$ cat src/hdl/kmeans_cluster_engine_top_assert.svh
// Assertion macros for the k-means cluster engine.
// Used by kmeans_cluster_engine_top; no other dependencies.
`ifndef KMEANS_CLUSTER_ENGINE_TOP_ASSERT_SVH
`define KMEANS_CLUSTER_ENGINE_TOP_ASSERT_SVH

// same-cycle implication
`define KCE_ASSERT_IMPLY(name, clk, rst, ante, cons, msg) \
   name: assert property (@(posedge clk) disable iff (rst) (ante) |-> (cons)) \
      else $error(msg);

// next-cycle implication
`define KCE_ASSERT_NEXT(name, clk, rst, ante, cons, msg) \
   name: assert property (@(posedge clk) disable iff (rst) (ante) |=> (cons)) \
      else $error(msg);

`endif

$ cat src/hdl/kce_ram.sv
// Generic single-write, single-read RAM with registered read data.
// No dependencies.
module kce_ram #(
   parameter int WIDTH = 16,
   parameter int DEPTH = 32
) (
   input  logic                     clock,
   input  logic                     wr_en,
   input  logic [$clog2(DEPTH)-1:0] wr_addr,
   input  logic [WIDTH-1:0]         wr_data,
   input  logic [$clog2(DEPTH)-1:0] rd_addr,
   output logic [WIDTH-1:0]         rd_data
);

   logic [WIDTH-1:0] mem [DEPTH];
   logic [WIDTH-1:0] rd_data_ff;

   always_ff @(posedge clock) begin
      if (wr_en) begin
         mem[wr_addr] <= wr_data;
      end
      rd_data_ff <= mem[rd_addr];
   end

   assign rd_data = rd_data_ff;

endmodule

$ cat config.mk
export PLATFORM = sky130hd
export DESIGN_NAME = kce_ram
export DESIGN_NICKNAME = d
export VERILOG_FILES = /design/src/hdl/kmeans_cluster_engine_top_assert.svh /design/src/hdl/kce_ram.sv
export SDC_FILE = /design/constraint.sdc
export NUM_CORES = 1
export LEC_CHECK = 0
export BUFFER_PORTS_ARGS = -buffer_cell sky130_fd_sc_hd__buf_2
export CAP_MARGIN = 20
export CORE_MARGIN = 2
export CORE_UTILIZATION = 35
export CTS_CLUSTER_DIAMETER = 60
export DETAILED_ROUTE_END_ITERATION = 10
export PLACE_DENSITY = 0.51
export SETUP_SLACK_MARGIN = 0.15
export SYNTH_ARGS = -nofsm -noshare
export SYNTH_HDL_FRONTEND = slang
export SYNTH_SLANG_ARGS = --single-unit
$ cat constraint.sdc
create_clock -name clock -period 3.6 [get_ports clock]
set_input_delay 0 -clock clock [delete_from_list [all_inputs] [get_ports clock]]
set_output_delay 0 -clock clock [all_outputs]
set_load 0.03 [all_outputs]
After elaboration in Yosys (flattened, before gate mapping)
Memories as Yosys holds them, arrays and structs flattened. A register that Yosys moved wholly into a read port is not among the register bits.
Cells that the tools add are included.

storage, ports and cells
  register bits after elaboration = 0
  RAM bits = 512
  input bits = 28
  output and inout bits = 16
  word-level logic and storage cells = 3
  memories kept = 1

memory list
  name  depth  width  read ports  clocked after Yosys merged registers in  wr ports  RTL line       source
  mem   32     16     1           1                                        1         kce_ram.sv:15  logic [WIDTH-1:0] mem [DEPTH];

operators by class
  multiplexer cells = 2

operators by type and width
  cell              count
  1-bit 2-to-1 mux  2

Logic depth before layout (Yosys ltp)
Gate-level depths: netlist (run 1).

  word-level depth = 2
  gate-level depth with buffers = 8
  mapped depth without buffers = 5

Least setup slack after synthesis (run 1)
OpenSTA, ideal clock, no wires.

  kind = in2reg
  start point = input wr_addr[1]
  end point = memory mem[12][0], enable pin
  library setup time = 0.388 ns
  data arrival time = 1.352 ns
  data required time = 3.212 ns
  path slack = 1.860 ns
  cell stages on the path = 3
  path buffers = 1
  cells stage by stage = or3b_2 > clkbuf_1 > nor2_1

RTL lines
  item         RTL line       source
  from (decl)  kce_ram.sv:9   input logic [$clog2(DEPTH)-1:0] wr_addr,
  to (decl)    kce_ram.sv:15

No word-level cell before the write port.

==> results of run 1 <==
==> cell usage in the layout (no fill, tap or decap), types with 2 or more instances in the layout <==
cell,instances
sky130_fd_sc_hd__nor2_2,8
sky130_fd_sc_hd__nand4_1,16
sky130_fd_sc_hd__buf_2,42
sky130_fd_sc_hd__dfxtp_1,16
sky130_fd_sc_hd__mux2i_1,256
sky130_fd_sc_hd__dlygate4sd3_1,14
sky130_fd_sc_hd__a22oi_1,64
sky130_fd_sc_hd__clkbuf_8,10
sky130_fd_sc_hd__bufinv_16,2
sky130_fd_sc_hd__nand2_1,33
sky130_fd_sc_hd__a21oi_1,32
sky130_fd_sc_hd__nor2_1,25
sky130_fd_sc_hd__nand3b_1,5
sky130_fd_sc_hd__nand3_1,34
sky130_fd_sc_hd__edfxtp_1,512
sky130_fd_sc_hd__a31oi_1,16
sky130_fd_sc_hd__clkbuf_1,18
sky130_fd_sc_hd__clkbuf_16,57
sky130_fd_sc_hd__nor2b_4,2
sky130_fd_sc_hd__buf_16,2
sky130_fd_sc_hd__nand2b_1,2
sky130_fd_sc_hd__inv_6,2
sky130_fd_sc_hd__buf_4,40
sky130_fd_sc_hd__clkinv_2,11
sky130_fd_sc_hd__a22o_1,32
sky130_fd_sc_hd__or3b_2,3
sky130_fd_sc_hd__nor3_1,16
sky130_fd_sc_hd__buf_12,3
==> synthesized netlist by cell type, types with 3 or more instances <==
library cell               number
sky130_fd_sc_hd__edfxtp_1     512
sky130_fd_sc_hd__mux2i_1      256
sky130_fd_sc_hd__a22oi_1       64
sky130_fd_sc_hd__nand3_1       34
sky130_fd_sc_hd__nand2_1       33
sky130_fd_sc_hd__nor2_1        33
sky130_fd_sc_hd__a21oi_1       32
sky130_fd_sc_hd__a22o_1        32
sky130_fd_sc_hd__buf_2         19
sky130_fd_sc_hd__buf_4         19
sky130_fd_sc_hd__a31oi_1       16
sky130_fd_sc_hd__dfxtp_1       16
sky130_fd_sc_hd__nand4_1       16
sky130_fd_sc_hd__nor3_1        16
sky130_fd_sc_hd__clkbuf_1      12
sky130_fd_sc_hd__buf_6          6
sky130_fd_sc_hd__buf_8          6
sky130_fd_sc_hd__buf_12         5
sky130_fd_sc_hd__nand3b_1       5
sky130_fd_sc_hd__or3b_2         3
==> power breakdown <==
| group | total (mW) | switching [mW] | internal (mW) |
|---|---|---|---|
| Clock | 5.64 | 2.36 | 3.27 |
| Combinational | 0.737 | 0.515 | 0.223 |
| Sequential | 6.87 | 0.0393 | 6.84 |
==> worst max-delay path, delay by kind of cell <==
family	cells	cell delay, ns
and+or+nand+nor	3	1.09
AOI/OAI and AO/OA	1	0.46
buffers and inverters	2	0.93
==> cell families after synthesis <==
kind of cell / count (synthesis) / share of synthesized area
flops: 528 / 0.764
mux: 256 / 0.125
simple gates: 148 / 0.0349
buf+inv: 67 / 0.0263
compound gates: 144 / 0.0497
==> final cells by class <==
cell class	count	area, µm²
fill	5224	34200
sequential	528	15700
multi-input combinational	548	4340
clock buffer	85	1630
tap	765	957
timing repair buffer	102	781
clock inverter	19	174
==> per-layer routing <==
layer	vias up	global-route usage	wire length (µm)	part of all wire
li1	4751	-	-	-
met1	5437	0.236	23200	0.45
met2	247	0.265	23400	0.46
met3	84	0.0359	3010	0.059
met4	2	0.0556	1380	0.027
met5	-	0	11	0.00022
==> stage by stage <==
stage	hold WS (ns)	instances	setup WS [ns]	cell area [µm²]
finish	-0.000147	2047	1.55	23600
global route	0.00987	2047	1.42	23600
CTS	0.00167	2045	1.62	23500
detailed placement	0.435	1927	1.28	21600
global placement	0.434	1927	1.32	21600
floorplan	0.0989	1143	1.86	20500
==> worst paths after layout <==
path / from / endpoint / cells past startpoint
min reg2reg: mem[10][13] / rd_data[13] / 4
max reg2reg: mem[6][5] / rd_data[5] / 5
min: wr_data[3] / mem[1][3] / 1
max: rd_addr[4] / rd_data[14] / 6
==> registers in the layout, indices dropped and copies added (netlist names) <==
| signal | flops |
|---|---|
| rd_data | 16 |
| mem | 512 |
==> results.json, run 1 <==
{
  "outcome": "complete, but fails checks",
  "failed_checks": "negative hold slack",
  "cts.repair.resized": 0,
  "iter_0_drt_violations": 815,
  "first_global_vias": 10545,
  "final.setup.tns_ns": 0,
  "min_period_over_period": 0.570,
  "clockBufferDepth": 3,
  "crit_path_end_kind": "flop",
  "timing.critical_path.arrival_ns": 2.50,
  "timing_worst_slew_pin_value_ns": 1.08,
  "setup-violations-final": 0,
  "share_of_layout_cells_above_drive_strength_1": 0.147,
  "hold_class": "in2reg",
  "synth.yosys.warnings": 0,
  "rows": 88,
  "number_of_antenna_violations_at_the_first_check_in_global_routing": 1,
  "area_growth_syn_to_layout_pct": 14.8,
  "cellLeakagePower_nw": 8.18,
  "synth_seq_area_share": 0.764,
  "critical-path-max-stage-delay_ns": 0.63,
  "power_per_cell_area_nw_per_um2": 562,
  "yosysTopAreaCell": "sky130_fd_sc_hd__edfxtp_1",
  "worst-r2r-setup-slack_ns": 1.94,
  "yosysTopAreaCellShare": 0.749,
  "synth_top_cells_by_area": "sky130_fd_sc_hd__edfxtp_1 75%, sky130_fd_sc_hd__mux2i_1 12%, sky130_fd_sc_hd__a22oi_1 2.3%",
  "post_synth_edffs": 512,
  "finalClockSkew_ns": 0.0242,
  "floorplan.die_area_um2": 60600,
  "insertion_delay_ns": 0.61,
  "worst_case_hold_slack_ns": -0.000147,
  "crit_fanout": 19,
  "ir_worst_vdd_mv": 0.371,
  "dpl.hpwl_um": 30000,
  "path_cells": "dlygate4sd3_1, buf_2, or2_1, nor3_1, a31oi_1, nand3_1",
  "floorplan.core_area_um2": 57800,
  "vias_per_cell": 5.14,
  "detailroute.via_count": 10521,
  "critical-path-slowest-cell": "sky130_fd_sc_hd__or2_1",
  "timing.max_slew.rel_slack": 0.279,
  "cts.reportedPaths.clkPinSlew_ns": 0.06,
  "drc": 0,
  "finalWirelength_um": 51000,
  "die-width_um": 246,
  "postSynthNetCount": 1171,
  "wl_per_cell_um": 24.9,
  "max_cap_viol_count": 0,
  "cts.root.buffer_cell": "sky130_fd_sc_hd__clkbuf_16",
  "report.final.slew_viol_count": 0,
  "total_design_power_mw": 13.2,
  "ys_ff_latch": 528,
  "layout.nets": 1263,
  "clock_sinks": 528,
  "synth-main-ff-cell": "sky130_fd_sc_hd__edfxtp_1",
  "fin_util": 0.408,
  "timing.critical_path.from_type": "input port",
  "htree_num_levels": 2,
  "finalWeightedCongestion": 0.796,
  "required_ns": 4.05,
  "antenna_left": 0,
  "report.final.hold_viol_count": 1,
  "criticalPathCategory": "in2reg",
  "grt_setup_unrepaired": "false",
  "grt_start_max_net_pins": 66,
  "firstDrtPassIters": 7,
  "synth_cell_types": 26,
  "grt_usage": 0.170,
  "final_period_minus_worst_setup_slack_ns": 2.05,
  "top_level_ports": 44,
  "num_antenna_cells": 0,
  "fraction_of_synthesis_flops_using_an_asynchronous_set_or_reset_pin": 0,
  "cts-buffers-inserted": 55,
  "synth_area_um2": 20500,
  "initial_core_util": 0.355,
  "post_synth.cell_area_avg_um2": 18.0,
  "post-cts-setup-buffers": 0,
  "ctsHoldBuffers": 14,
  "grt_remaining_overflow": 0,
  "die_h_um": 246,
  "tritoncts": "yes",
  "buffer_ports.inserted": 43,
  "synth_cells": 1143,
  "clock.fmax_mhz": 488,
  "grt_first_pass_wirelength_um": 74400
}
Power figures use the tool's default switching activity.
==> run 2: changes to the inputs <==
--- a/config.mk
+++ b/config.mk
@@ -11,7 +11,7 @@
 export CORE_UTILIZATION = 35
 export CTS_CLUSTER_DIAMETER = 60
 export DETAILED_ROUTE_END_ITERATION = 10
-export PLACE_DENSITY = 0.51
+export PLACE_DENSITY = 0.52
 export SETUP_SLACK_MARGIN = 0.15
 export SYNTH_ARGS = -nofsm -noshare
 export SYNTH_HDL_FRONTEND = slang
==> constraint.sdc (replaced) <==
create_clock -name clock -period 1.8 [get_ports clock]
set_input_delay 0 -clock clock [delete_from_list [all_inputs] [get_ports clock]]
set_output_delay 0 -clock clock [all_outputs]
set_load 0.03 [all_outputs]
==> results.json, run 2 (synthesized netlist as in run 1, its figures left out) <==
{
  "worst_case_hold_slack_ns": 0.0218,
  "vias_per_cell": 5.11,
  "insertion_delay_ns": 0.60,
  "finalClockSkew_ns": 0.0160,
  "tritoncts": "yes",
  "antenna_left": 0,
  "drc": 0,
  "max_cap_viol_count": 0,
  "grt_start_max_net_pins": 63,
  "criticalPathCategory": "in2reg",
  "critical-path-slowest-cell": "sky130_fd_sc_hd__dlygate4sd3_1",
  "whs_endpoint": "mem[24][14]",
  "die-width_um": 246,
  "min_period_over_period": 0.871,
  "clockBufferDepth": 3,
  "grt_setup_unrepaired": "false",
  "timing_worst_slew_pin_value_ns": 0.796,
  "firstDrtPassIters": 5,
  "wl_per_cell_um": 23.9,
  "grt_usage": 0.167,
  "registers.top_by_ff_count": "mem",
  "cts.reportedPaths.clkPinSlew_ns": 0.06,
  "timing.reg2reg.worst_path_depth": 6,
  "layout_commonest_cell": "sky130_fd_sc_hd__edfxtp_1",
  "timing.critical_path.from_type": "input port",
  "layout.cells.most_common_list": "512 x sky130_fd_sc_hd__edfxtp_1, 256 x sky130_fd_sc_hd__mux2i_1, 73 x sky130_fd_sc_hd__buf_4",
  "clock.fmax_mhz": 638,
  "detailedPlace.worstSlack_ns": 0.0483,
  "outcome": "finished clean",
  "rows": 88,
  "worst-r2r-setup-slack_ns": 0.30,
  "hp-start": "wr_data[14]",
  "cts-buffers-inserted": 54,
  "first_global_vias": 10715,
  "ir_worst_vdd_mv": 0.710,
  "die_h_um": 246,
  "report.final.hold_viol_count": 0,
  "power_per_cell_area_nw_per_um2": 1070,
  "grt_first_pass_wirelength_um": 73100,
  "hold_class": "in2reg",
  "floorplan.die_area_um2": 60600,
  "dpl.hpwl_um": 29500,
  "layout.nets": 1316,
  "crit_fanout": 29,
  "timing.max_slew.rel_slack": 0.469,
  "buffer_ports.inserted": 43,
  "timing.critical_path.arrival_ns": 2.03,
  "path_cells": "buf_2, and2_2, buf_12, buf_6, buf_4, a22oi_1, nand4_1, dlygate4sd3_1, nand3_1",
  "path_delay_family": "buffers and inverters",
  "top_level_ports": 44,
  "worst_r2r_startpoint": "mem[7][12]",
  "finalWeightedCongestion": 0.804,
  "initial_core_util": 0.355,
  "detailroute.via_count": 10722,
  "number_of_antenna_violations_at_the_first_check_in_global_routing": 1,
  "cellLeakagePower_nw": 8.44,
  "share_of_layout_cells_above_drive_strength_1": 0.173,
  "worst_slack_ns": 0.233,
  "htree_num_levels": 2,
  "crit_path_end_kind": "flop",
  "timing.critical_path.buf_inv": 5,
  "setup-violations-final": 0,
  "r2r-end": "rd_data[12]",
  "final_period_minus_worst_setup_slack_ns": 1.57,
  "floorplan.core_area_um2": 57800,
  "cts.root.buffer_cell": "sky130_fd_sc_hd__clkbuf_16",
  "required_ns": 2.26,
  "report.final.slew_viol_count": 0,
  "clock_sinks": 528,
  "finalWirelength_um": 50100,
  "critical-path-max-stage-delay_ns": 0.55,
  "iter_0_drt_violations": 808,
  "holdPathStages": 1,
  "final.setup.tns_ns": 0,
  "area_growth_syn_to_layout_pct": 17.3,
  "largest_reg_flops": 512,
  "grt_remaining_overflow": 0
}
run 2: cell count changes in the layout (fill, tap and decap cells not counted), sizes merged:
cell and change:
clkbuf -6, dlygate4sd3 -2, diode +5, clkinv +3
buf +56, bufinv -1, clkinvlp -1, inv -1
run 2: layout make-up:
cell class / instances / area (µm²)
flip-flops and latches: 528 / 15700
multi-input cells: 548 / 4340
clock buffers: 79 / 1510
diodes: 5 / 12.5
well taps: 765 / 957
repair buffers: 156 / 1450
clock inverters: 19 / 133
fillers: 5179 / 33700
run 2: metal layers:
layer | track usage | part of all wire | vias to the layer above
li1 | - | - | 4865
met1 | 0.226 | 0.45 | 5513
met2 | 0.269 | 0.48 | 270
met3 | 0.0347 | 0.056 | 72
met4 | 0.0488 | 0.022 | 2
met5 | 0 | 0.00026 | -
run 2: power by group:
part,internal (mW),total (mW),switching (mW)
combinational,0.551,1.60,1.05
sequential,13.7,13.7,0.0705
clock,5.92,10.4,4.49
run 2: worst register-to-register path: cells and delay by family, from the launching register on:
| family | cells | cell delay (ns) |
|---|---|---|
| buffers and inverters | 1 | 0.15 |
| AO/OA/AOI/OAI | 2 | 0.51 |
| multiplexers | 1 | 0.15 |
| AND/OR/NAND/NOR | 2 | 0.19 |
| flip-flops | 1 | 0.36 |
run 2: worst max path at each step:
stage	startpoint	slack (ns)	cells past startpoint	end
global placement	rd_addr[2]	0.05	8	rd_data[4]
global route	mem[1][4]	0.15	7	rd_data[4]
CTS	rd_addr[1]	0.19	9	rd_data[10]
finish	rd_addr[1]	0.23	9	rd_data[10]
floorplan	wr_addr[1]	0.06	3	mem[12][0]
detailed placement	rd_addr[2]	0.05	8	rd_data[12]
run 2: stage by stage:
step,instance area [µm²],utilization,instances,power (mW)
CTS,24100,0.416,2095,26.0
floorplan,20500,-,1143,14.8
global route,24100,0.416,2095,26.6
finish,24100,0.417,2100,25.8
global placement,22300,0.386,1985,15.6
detailed placement,22300,0.386,1985,15.6
run 2: repair_timing:
| item | 4_1_cts | 5_1_grt |
|---|---|---|
| buffers inserted | 0 | 0 |
| endpoints found under the hold margin | 189 | 0 |
| hold buffers | 12 | 0 |
| endpoints found under the setup margin | 0 | 1 |
| gates resized for setup | 0 | 1 |
==> run 3: changes to the inputs <==
--- a/config.mk
+++ b/config.mk
@@ -7,10 +7,11 @@
 export LEC_CHECK = 0
 export BUFFER_PORTS_ARGS = -buffer_cell sky130_fd_sc_hd__buf_2
 export CAP_MARGIN = 20
-export CORE_MARGIN = 2
+export CORE_MARGIN = 3
 export CORE_UTILIZATION = 35
 export CTS_CLUSTER_DIAMETER = 60
 export DETAILED_ROUTE_END_ITERATION = 10
+export HOLD_SLACK_MARGIN = 0.05
 export PLACE_DENSITY = 0.52
 export SETUP_SLACK_MARGIN = 0.15
 export SYNTH_ARGS = -nofsm -noshare
==> results.json, run 3 (synthesized netlist as in run 1, its figures left out) <==
{
  "vias_per_cell": 5.05,
  "rows": 88,
  "dpl.hpwl_um": 29700,
  "cts-buffers-inserted": 54,
  "antenna_left": 0,
  "postPlaceCellArea_um2": 22300,
  "detailroute.via_count": 10631,
  "floorplan.core_area_um2": 57900,
  "first_global_vias": 10655,
  "number_of_antenna_violations_at_the_first_check_in_global_routing": 4,
  "post-cts-setup-buffers": 0,
  "grt_first_pass_wirelength_um": 72000,
  "power_per_cell_area_nw_per_um2": 1090,
  "drc": 0,
  "die-width_um": 248,
  "worst-r2r-setup-slack_ns": 0.25,
  "grt_usage": 0.162,
  "firstDrtPassIters": 5,
  "buffer_ports.inserted": 43,
  "worst_slack_ns": 0.255,
  "insertion_delay_ns": 0.60,
  "initial_core_util": 0.355,
  "crit_path_end_kind": "flop",
  "grt_start_max_net_pins": 51,
  "finalClockSkew_ns": 0.0131,
  "grt_remaining_overflow": 0,
  "cts.root.buffer_cell": "sky130_fd_sc_hd__clkbuf_16",
  "nFillCells": 5227,
  "r2r-end": "rd_data[4]",
  "timing.reg2reg.worst_path_depth": 5,
  "layout.nets": 1323,
  "outcome": "finished clean",
  "startpoint": "mem[27][4]",
  "htree_num_levels": 2,
  "cts.reportedPaths.clkPinSlew_ns": 0.06,
  "grt_setup_unrepaired": "false",
  "timing.critical_path.from_type": "flop",
  "finalWeightedCongestion": 0.810,
  "layout_commonest_cell": "sky130_fd_sc_hd__edfxtp_1",
  "final.setup.tns_ns": 0,
  "report.final.slew_viol_count": 0,
  "largest_reg_flops": 512,
  "detailedPlace.worstSlack_ns": 0.0989,
  "wl_per_cell_um": 23.4,
  "timing.critical_path.arrival_ns": 2.08,
  "iter_0_drt_violations": 877,
  "floorplan.die_area_um2": 61600,
  "setup-violations-final": 0,
  "cellLeakagePower_nw": 8.53,
  "finalWirelength_um": 49200,
  "top_level_ports": 44,
  "dp_cells": 1985,
  "timing.max_slew.rel_slack": 0.498,
  "layout.cells.most_common_list": "512 x sky130_fd_sc_hd__edfxtp_1, 256 x sky130_fd_sc_hd__mux2i_1, 75 x sky130_fd_sc_hd__buf_4",
  "clock_sinks": 528,
  "final_cell_count_no_fill": 2105,
  "required_ns": 2.34,
  "criticalPathCategory": "reg2reg",
  "registers.top_by_ff_count": "mem",
  "share_of_layout_cells_above_drive_strength_1": 0.175,
  "final_period_minus_worst_setup_slack_ns": 1.55,
  "area_growth_syn_to_layout_pct": 18.2,
  "die_h_um": 248,
  "ir_worst_vdd_mv": 0.792,
  "clock.fmax_mhz": 647,
  "min_period_over_period": 0.859,
  "clockBufferDepth": 3,
  "tritoncts": "yes",
  "cp-endpoint": "rd_data[4]",
  "fin_util": 0.419,
  "hold_class": "in2reg",
  "worst_r2r_startpoint": "mem[27][4]",
  "timing_worst_slew_pin_value_ns": 0.753,
  "max_cap_viol_count": 0,
  "crit_fanout": 1,
  "report.final.hold_viol_count": 0,
  "layout_cell_area_excl_fill_um2": 24300
}
==> run 3: cell count changes in the layout (fill, tap and decap cells not counted), sizes merged <==
cell,before,now
clkinv,15,21
diode,5,2
bufinv,1,5
inv,3,0
clkbuf,79,71
clkinvlp,0,2
dlygate4sd3,12,19
==> run 3: stage by stage <==
| step | hold slack, ns | total power [mW] |
|---|---|---|
| after floorplan | 0.0989 | 14.8 |
| after global placement | 0.451 | 15.6 |
| after detailed placement | 0.448 | 15.6 |
| after CTS | 0.101 | 26.7 |
| after global routing | 0.140 | 27.4 |
| final | 0.139 | 26.4 |
==> run 3: area by class of cell <==
type                            instances  area, µm²  area share
Clock buffer                           71       1520      0.0626
Timing Repair Buffer                  163       1500      0.0618
Clock inverter                         28        253      0.0104
Antenna cell                            2       5.00    0.000206
Sequential cell                       528      15700       0.647
Multi-Input combinational cell        548       4340       0.179
Tap cell                              765        957      0.0394
==> run 3: metal layers <==
layer | GRT usage | wire (µm)
met2 | 0.264 | 23500
met4 | 0.0430 | 1100
met5 | 0 | 27
met3 | 0.0318 | 2380
met1 | 0.222 | 22200
==> run 3: worst min path at each step <==
stage                            end  cells past startpoint        from
after global routing      mem[31][9]                      4  wr_addr[3]
after CTS                 mem[31][9]                      4  wr_addr[3]
after detailed placement  rd_data[9]                      1  rd_data[9]
final                     mem[31][9]                      4  wr_addr[3]
after global placement    rd_data[9]                      1  rd_data[9]
after floorplan            mem[0][0]                      0  wr_data[0]
==> run 3: worst max-delay path, cell delays in order (launching register included) <==
cell                            delay [ns]
sky130_fd_sc_hd__edfxtp_1             0.32
sky130_fd_sc_hd__mux2i_1              0.06
sky130_fd_sc_hd__a22oi_1              0.30
sky130_fd_sc_hd__nand4_1              0.15
sky130_fd_sc_hd__dlygate4sd3_1        0.58
sky130_fd_sc_hd__nand3_1              0.08
==> run 3: timing repair <==
action / CTS / global route
endpoints found under the hold margin: 513 / 0
gates resized for setup: 0 / 0
hold buffers: 19 / 0
==> run 3: power by group <==
part	switching, mW	leakage [nW]	internal, mW
Sequential	0.0755	4.75	13.7
Combinational	1.03	2.92	0.560
Clock	4.49	0.863	6.61
Total	5.60	8.53	20.8
